`src/rrdo_pkg.sv`:
```
`timescale 1ns / 1ps
package rrdo_pkg;

  localparam int RING_BYTES       = 8192;
  localparam int RING_AW          = $clog2(RING_BYTES);
  localparam int MAX_RECORD_BYTES = 255;

  typedef enum logic [1:0] {
    ACT_WRITE = 2'd0,
    ACT_READ  = 2'd1,
    ACT_FLUSH = 2'd2,
    ACT_NONE  = 2'd3
  } action_t;

  typedef enum logic [2:0] {
    STS_DATA    = 3'd0,
    STS_EMPTY   = 3'd1,
    STS_STORED  = 3'd2,
    STS_DISCARD = 3'd3,
    STS_DROPPED = 3'd4
  } status_t;

  typedef enum logic [2:0] {
    ST_IDLE,
    ST_DISC,
    ST_WR_LEN,
    ST_WR_DATA,
    ST_RD_LEN,
    ST_RD_BYTE
  } state_t;

  typedef struct packed {
    action_t    act;
    logic [7:0] data;
    logic       eor;
  } cmd_t;

endpackage

```
`src/rrdo_front.sv`:
```
`timescale 1ns / 1ps
module rrdo_front (
  input  logic            clk,
  input  logic            rst_n,
  input  logic            in_tvalid,
  output logic            in_tready,
  input  logic [7:0]      in_tdata,
  input  logic [1:0]      in_tuser,
  input  logic            in_tlast,
  output logic            cmd_valid,
  output rrdo_pkg::cmd_t  cmd,
  input  logic            cmd_pop
);

  rrdo_pkg::cmd_t q_r [2];
  logic       wp_r, rp_r;
  logic [1:0] cnt_r;
  logic       push;

  assign in_tready = (cnt_r != 2'd2);
  // unused action codes are swallowed here
  assign push      = in_tvalid && in_tready &&
                     (rrdo_pkg::action_t'(in_tuser) != rrdo_pkg::ACT_NONE);
  assign cmd_valid = (cnt_r != 2'd0);
  assign cmd       = q_r[rp_r];

  always_ff @(posedge clk) begin
    if (push) begin
      q_r[wp_r] <= '{act: rrdo_pkg::action_t'(in_tuser), data: in_tdata, eor: in_tlast};
    end
    if (!rst_n) begin
      wp_r  <= 1'b0;
      rp_r  <= 1'b0;
      cnt_r <= 2'd0;
    end else begin
      if (push) wp_r <= ~wp_r;
      if (cmd_pop) rp_r <= ~rp_r;
      cnt_r <= cnt_r + {1'b0, push} - {1'b0, cmd_pop};
    end
  end

endmodule

```
`config.mk`:
```
export PLATFORM = sky130hd
export DESIGN_NAME = rrdo_front
export DESIGN_NICKNAME = d
export VERILOG_FILES = /design/src/rrdo_pkg.sv /design/src/rrdo_front.sv
export SDC_FILE = /design/constraint.sdc
export NUM_CORES = 1
export LEC_CHECK = 0
export BUFFER_PORTS_ARGS = -buffer_cell sky130_fd_sc_hd__buf_2
export CAP_MARGIN = 10
export CORE_ASPECT_RATIO = 1.1
export CORE_MARGIN = 2
export CORE_UTILIZATION = 40
export DETAILED_ROUTE_END_ITERATION = 16
export GPL_ROUTABILITY_DRIVEN = 0
export PLACE_DENSITY = 0.77
export SLEW_MARGIN = 5
export SYNTH_ARGS = -nofsm -noshare
export SYNTH_HDL_FRONTEND = slang
export SYNTH_SLANG_ARGS = --single-unit
export TNS_END_PERCENT = 30
```
`constraint.sdc`:
```
create_clock -name clk -period 1.66 [get_ports clk]
set_clock_uncertainty 0.05 [all_clocks]
set_input_delay 0.166 -clock clk [delete_from_list [all_inputs] [get_ports clk]]
set_output_delay 0.166 -clock clk [all_outputs]
set_load 0.05 [all_outputs]
```
==> flow_metrics.env, run 1 <==
export IMPL_outcome="complete, no violations"
export IMPL_ys_types=19
export IMPL_insertion_delay_ns=0.32
export IMPL_criticalPathCategory="flip-flop to flip-flop"
export IMPL_slew_headroom_pct=82.5
export IMPL_synth_area_leaders="edfxtp_1 (63%), mux2_1 (12%), dfxtp_1 (9.5%)"
export IMPL_diodes=0
export IMPL_ys_seq_area_share_pct=72.6
export IMPL_first_iter_violations=4
export IMPL_drcViolationCount=0
export IMPL_globalRouteMet3Util_pct=1.55
export IMPL_rows=19
export IMPL_cts_root_buf="clkbuf_4"
export IMPL_synthCells=62
export IMPL_gr_total_overflow=0
export IMPL_avgViaCountPerCell=4.55
export IMPL_r2r_cells=8
export IMPL_clock_sinks=27
export IMPL_synth_warnings=0
export IMPL_num_vias=646
export IMPL_htreeDepth=1
export IMPL_fin_util_pct=59.8
export IMPL_grt_use_met1_pct=12.9
export IMPL_io_buffers=27
export IMPL_grtUsageMet2_pct=20.9
export IMPL_fmax_mhz=618
export IMPL_core_area_um2=2500
export IMPL_finalCriticalPeriod_ns=1.62
export IMPL_synth_edf_count=22
export IMPL_fp_dieH_um=57.7
export IMPL_synthToLayoutAreaGrowth_pct=42.4
export IMPL_reg2reg_from="cnt_r[1]$_SDFF_PN0_"
export IMPL_dp_hpwl_um=1220
export IMPL_die_area_um2=3050
export IMPL_first_global_vias=649
export IMPL_cts_clk_slew_worst_paths_ns=0.13
export IMPL_wirelength_um=1650
export IMPL_end_kind="flip-flop"
export IMPL_cp_start_kind="flip-flop"
export IMPL_n_fill_cell=208
export IMPL_grt_max_degree=17
export IMPL_async_flop_share_pct=0
export IMPL_avgSynthCellArea_um2=16.9
export IMPL_finalHoldViolations=0
export IMPL_cts_made_buffers=3
export IMPL_antenna_found_initial=0
export IMPL_synth_most_common_cell="edfxtp_1"
export IMPL_cts_tree="built"
export IMPL_netlist_area_um2=1050
export IMPL_synth_common_cells="edfxtp_1 (22), mux2_1 (11), dfxtp_1 (5), nor2_1 (4)"
export IMPL_worstHoldEndpoint="cnt_r[0]$_SDFF_PN0_"
export IMPL_grt_setup_unrepaired="yes"
export IMPL_holdPathStages=2
export IMPL_tns_ns=0
export IMPL_ir_drop_uv=790
export IMPL_hp_start="rst_n"
export IMPL_dr_pass1_iters=3
export IMPL_grt_pass1_wl_um=2540
export IMPL_cp_data_required_time_ns=1.82
export IMPL_layout_drive_gt1_share_pct=45.9
export IMPL_top_usage_layer="met2"
export IMPL_max_slew_worst_pin_slew_ns=0.264
export IMPL_p_leak_nw=0.595
export IMPL_power_density_nw_per_um2=1140
export IMPL_die_w_um=52.8
export IMPL_arrival_ns=1.78
export IMPL_ys_seq_elements=27
export IMPL_wl_per_cell_um=11.6
export IMPL_cts_path_max_buffers=2
export IMPL_layout_nets=128
export IMPL_initial_core_util_pct=42.0
export IMPL_slew_violations=0
export IMPL_synth_top_area_cell="edfxtp_1"
export IMPL_r2r_end="cnt_r[1]$_SDFF_PN0_"
export IMPL_ios=28
export IMPL_grt_total_usage_pct=11.6
export IMPL_setup_violations=0
export IMPL_synth_ff_type="edfxtp_1"
export IMPL_regToRegSetupSlack_ns=0.04
export IMPL_fin_crit_sh_pct=97.5
export IMPL_worstPathMaxFanout=2
export IMPL_cap_violations=0
export IMPL_synth_top_area_share_pct=63.0
export IMPL_hold_path_class="input port to flip-flop"
export IMPL_synth_nets=78
export IMPL_ant_nets=0
## state kept, by name, summed over array words and instances, names as in the netlist, named ones only
name	cells
wp_r	1
q_r	22
rp_r	1
cnt_r	2
## cells in the final DEF, fill, tap and decap left out, types with 2 or more instances in the layout
master / count
buf_2: 19
buf_4: 10
buf_6: 5
clkbuf_4: 3
dfxtp_1: 2
dfxtp_2: 3
dlygate4sd3_1: 11
edfxtp_1: 22
inv_1: 3
mux2_1: 11
nor2_1: 4
o21ai_1: 2
xnor2_1: 2
## final cells by class
type | instances | area, um2 | area share [%]
clock buffers | 3 | 22.5 | 1.51
repair buffers | 46 | 357 | 23.9
inverters | 4 | 17.5 | 1.17
multi-input cells | 30 | 285 | 19.1
well taps | 31 | 38.8 | 2.60
flip-flops and latches | 27 | 764 | 51.2
clock inverters | 1 | 7.51 | 0.503
## power breakdown
| part | internal (mW) | switching [mW] |
|---|---|---|
| combinational | 0.240 | 0.348 |
| sequential | 0.813 | 0.0268 |
| clock | 0.0919 | 0.183 |
## what timing repair did
item,in CTS,in global routing
gates resized for setup,7,14
setup endpoints to repair,9,9
endpoints found under the hold margin,22,0
setup buffers,1,2
hold buffers,11,0
## routing by layer
metal  wire length (um)  part of all wire [%]
met1                696                    42
met2                854                    52
met3                 80                   4.8
met4                 19                   1.2
met5                  0                     0
## critical path, cell delays in order, from the launching register on
cell and delay, ns:
dfxtp_2 0.35, nor2b_4 0.17, inv_4 0.05, nand2b_4 0.07, xnor2_1 0.12, ha_2 0.21
xnor2_2 0.07, and2_0 0.16, mux2_1 0.28
## cell families (layout without fill, tap and decap cells)
logic type,Yosys count,count (layout),synth area share [%]
buffers and inverters,5,54,1.91
AO/OA/AOI/OAI,4,4,2.74
AND/OR/NAND/NOR,10,10,6.21
adder cells (fa/ha/maj),1,1,1.19
multiplexers,12,12,12.9
XOR/XNOR,3,3,2.51
flip-flops,27,27,72.6
## per-stage QoR
stage	setup WS, ns	power (mW)	hold WS (ns)	instance area, um2	instances
after floorplan	0.0117	1.22	0.215	1060	62
after global placement	0.0442	1.34	0.306	1280	124
after detailed placement	-0.0364	1.35	0.309	1280	124
after CTS	0.00131	1.67	0.0232	1440	140
after global routing	-0.0145	1.79	0.0246	1490	142
final	0.0407	1.70	0.0331	1490	142
## worst max path at each step
stage | startpoint | to | slack (ns) | cells after the start
floorplan | cnt_r[1]$_SDFF_PN0_ | cnt_r[1]$_SDFF_PN0_ | 0.01 | 8
global placement | in_tuser[0] | cnt_r[1]$_SDFF_PN0_ | 0.04 | 8
detailed placement | in_tuser[0] | cnt_r[1]$_SDFF_PN0_ | -0.04 | 8
CTS | flip-flop | cmd[2] | 0.001 | 3
global route | cnt_r[1]$_SDFF_PN0_ | cnt_r[1]$_SDFF_PN0_ | -0.01 | 8
finish | cnt_r[1]$_SDFF_PN0_ | cnt_r[1]$_SDFF_PN0_ | 0.04 | 8
Note: power is estimated with default switching activity, not from simulation.
==> run 2, diff against run 1 <==
ABC_AREA = 1   (was default)
CTS_CLUSTER_SIZE = 30   (was default)
HOLD_SLACK_MARGIN = 0.05   (was default)
==> run 2 against run 1 <==
  * Non-clock buffer count fell by 3
  * Area after synthesis rose by 2.5%
  * Wire length rose by 0.12%
  * Sequential share of layout area rose by 1.8 points
  * Hold slack improved by 0.092 ns
  * Global-route usage fell by 0.58 points
  * Critical path depth fell by 5
  * Critical endpoint is now cmd[10]
  * Largest cell class unchanged
==> flow_metrics.env, run 2 <==
export IMPL_outcome="complete, no violations"
export IMPL_ys_seq_area_share_pct=70.8
export IMPL_switchingPower_mw=0.446
export IMPL_ant_nets=0
export IMPL_netlist_area_um2=1070
export IMPL_power_frac_clock_pct=18.4
export IMPL_cp_data_required_time_ns=1.44
export IMPL_drcViolationCount=0
export IMPL_cts_clk_slew_worst_paths_ns=0.14
export IMPL_cts_tree="built"
export IMPL_fin_crit_sh_pct=97.1
export IMPL_grt_total_usage_pct=11.1
export IMPL_synthAdderAreaFrac_pct=1.16
export IMPL_dr_pass1_iters=4
export IMPL_criticalPathCategory="flip-flop to output pin"
export IMPL_synth_nets=84
export IMPL_initial_core_util_pct=42.7
export IMPL_insertion_delay_ns=0.31
export IMPL_die_area_um2=3120
export IMPL_place_ws_ns=0.234
export IMPL_hold_path_class="input port to flip-flop"
export IMPL_final_area_um2=1430
export IMPL_final_cell_mix="buf_2 (27), edfxtp_1 (22), dlygate4sd3_1 (12), nand2_1 (11), mux2_4 (10)"
export IMPL_first_global_vias=610
export IMPL_layout_nets=131
export IMPL_rows=19
export IMPL_slew_violations=0
export IMPL_fp_dieH_um=58.4
export IMPL_synth_warnings=0
export IMPL_holdPathStages=3
export IMPL_p_comb_share_pct=26.6
export IMPL_ios=28
export IMPL_avgSynthCellArea_um2=15.8
export IMPL_ir_drop_uv=783
export IMPL_antenna_found_initial=0
export IMPL_core_area_um2=2520
export IMPL_avgViaCountPerCell=4.49
export IMPL_cts_setup_buffers=0
export IMPL_die_w_um=53.4
export IMPL_synthCells=68
export IMPL_max_slew_worst_pin_slew_ns=0.294
export IMPL_layout_drive_gt1_share_pct=44.7
export IMPL_finalHoldViolations=0
export IMPL_num_vias=651
export IMPL_placed_cell_area_um2=1270
export IMPL_fin_hold_ws_ns=0.125
export IMPL_synth_top_area_share_pct=61.5
export IMPL_end_kind="output pin"
export IMPL_n_fill_cell=213
export IMPL_cts_made_buffers=3
export IMPL_synth_ff_type="edfxtp_1"
export IMPL_synthXorXnorAreaFrac_pct=0.815
export IMPL_cp_start_kind="flip-flop"
export IMPL_cts_root_buf="clkbuf_4"
export IMPL_synth_top_family_by_area="multiplexers"
export IMPL_clock_sinks=27
export IMPL_layout_commonest_cell="buf_2"
export IMPL_p_leak_nw=0.605
export IMPL_power_mw=1.47
export IMPL_grt_max_degree=17
export IMPL_cap_violations=0
export IMPL_wl_per_cell_um=11.4
export IMPL_synth_area_leaders="edfxtp_1 (61%), mux2_4 (14%), dfxtp_1 (9.3%)"
export IMPL_grt_setup_unrepaired="yes"
export IMPL_first_iter_violations=7
export IMPL_r2r_cells=10
export IMPL_pwr_share_seq_pct=55.0
export IMPL_reg_top3="q_r x22, cnt_r x2"
export IMPL_synth_common_cells="edfxtp_1 (22), nand2_1 (11), mux2_4 (10), nor2_1 (7)"
export IMPL_synth_mux_area_share_pct=15.0
export IMPL_synth_most_common_cell="edfxtp_1"
export IMPL_synth_compound_area_share_pct=0.466
export IMPL_slew_headroom_pct=80.3
export IMPL_synthToLayoutAreaGrowth_pct=33.4
export IMPL_synth_edf_count=22
export IMPL_arrival_ns=1.40
export IMPL_power_density_nw_per_um2=1020
export IMPL_async_flop_share_pct=0
export IMPL_io_buffers=27
export IMPL_diodes=0
export IMPL_largest_reg_flops=22
export IMPL_finalWorstSetupSlack_ns=0.0478
export IMPL_fmax_mhz=620
export IMPL_finalCriticalPeriod_ns=1.61
export IMPL_ys_types=14
export IMPL_gr_total_overflow=0
export IMPL_ys_seq_elements=27
export IMPL_worstPathMaxFanout=11
export IMPL_power_internal_mw=1.02
export IMPL_cts_path_max_buffers=2
export IMPL_setup_violations=0
export IMPL_largest_register="q_r"
export IMPL_grt_pass1_wl_um=2490
export IMPL_dp_hpwl_um=1170
export IMPL_sw_frac_of_total_pct=30.4
export IMPL_wirelength_um=1650
export IMPL_synth_simple_area_share_pct=8.96
export IMPL_htreeDepth=1
export IMPL_synth_top_area_cell="edfxtp_1"
run 2: changes by cell type after synthesis, moves of 2 or more:
| cell | previous run | this run |
|---|---|---|
| mux2_1 | 11 | 0 |
| nand2_1 | 0 | 11 |
| mux2_4 | 0 | 10 |
| nor2_1 | 4 | 7 |
| inv_1 | 3 | 5 |
| o21ai_1 | 2 | 0 |
| xnor2_1 | 3 | 1 |
run 2: path summary, 6_finish.rpt:
check                                    startpoint                  end  slack, ns
worst max register to register  cnt_r[0]$_SDFF_PN0_  cnt_r[1]$_SDFF_PN0_       0.23
worst max-delay path                      flip-flop              cmd[10]       0.05
worst min register to register    rp_r$_SDFFE_PN0P_            flip-flop       0.48
worst min-delay path                        cmd_pop            flip-flop       0.12
run 2: per-layer routing:
layer	global-route usage, %	wire length [um]	up-vias
met5	0	0	-
met4	4.40	12	0
met3	1.52	83	2
met2	19.8	856	21
met1	13.2	701	301
li1	-	-	327
run 2: layout make-up:
class                   instances  area (um2)  share of cell area, %
inverters                       5        18.8                   1.31
clock inverters                 1        7.51                  0.524
clock buffers                   3        22.5                   1.57
flip-flops and latches         27         761                   53.1
multi-input cells              35         297                   20.7
well taps                      31        38.8                   2.71
repair buffers                 43         289                   20.2
run 2: power by group through the flow:
stage	Combinational [mW]	Clock (mW)	Sequential, mW
6_report	0.391	0.270	0.807
5_1_grt	0.420	0.308	0.812
4_1_cts	0.389	0.283	0.807
3_5_place_dp	0.366	0	0.822
3_3_place_gp	0.358	0	0.820
2_1_floorplan	0.282	0	0.819
run 2: timing repair:
item	4_1_cts	5_1_grt
endpoints found under the hold margin	25	0
resized for setup	1	2
pin swaps	0	0
hold buffers	12	0
setup endpoints to repair	1	2
run 2: critical path, stage by stage, from the launching register on:
cell	delay [ns]
dfxtp_1	0.35
buf_6	0.18
mux2_2	0.34
buf_2	0.21
run 2: logic make-up after synthesis:
logic type / after synthesis
flops: 27
simple gates: 21
mux: 11
buf+inv: 6
compound gates: 1
xor+xnor: 1
fa+ha+maj: 1
run 2: stage by stage:
step                      setup TNS, ns  instances  util (%)
after floorplan                  -0.486         68         -
after global placement                0        129      50.4
after detailed placement              0        129      50.4
after CTS                             0        145      56.5
after global routing            -0.0347        145      56.9
final                                 0        145      56.9
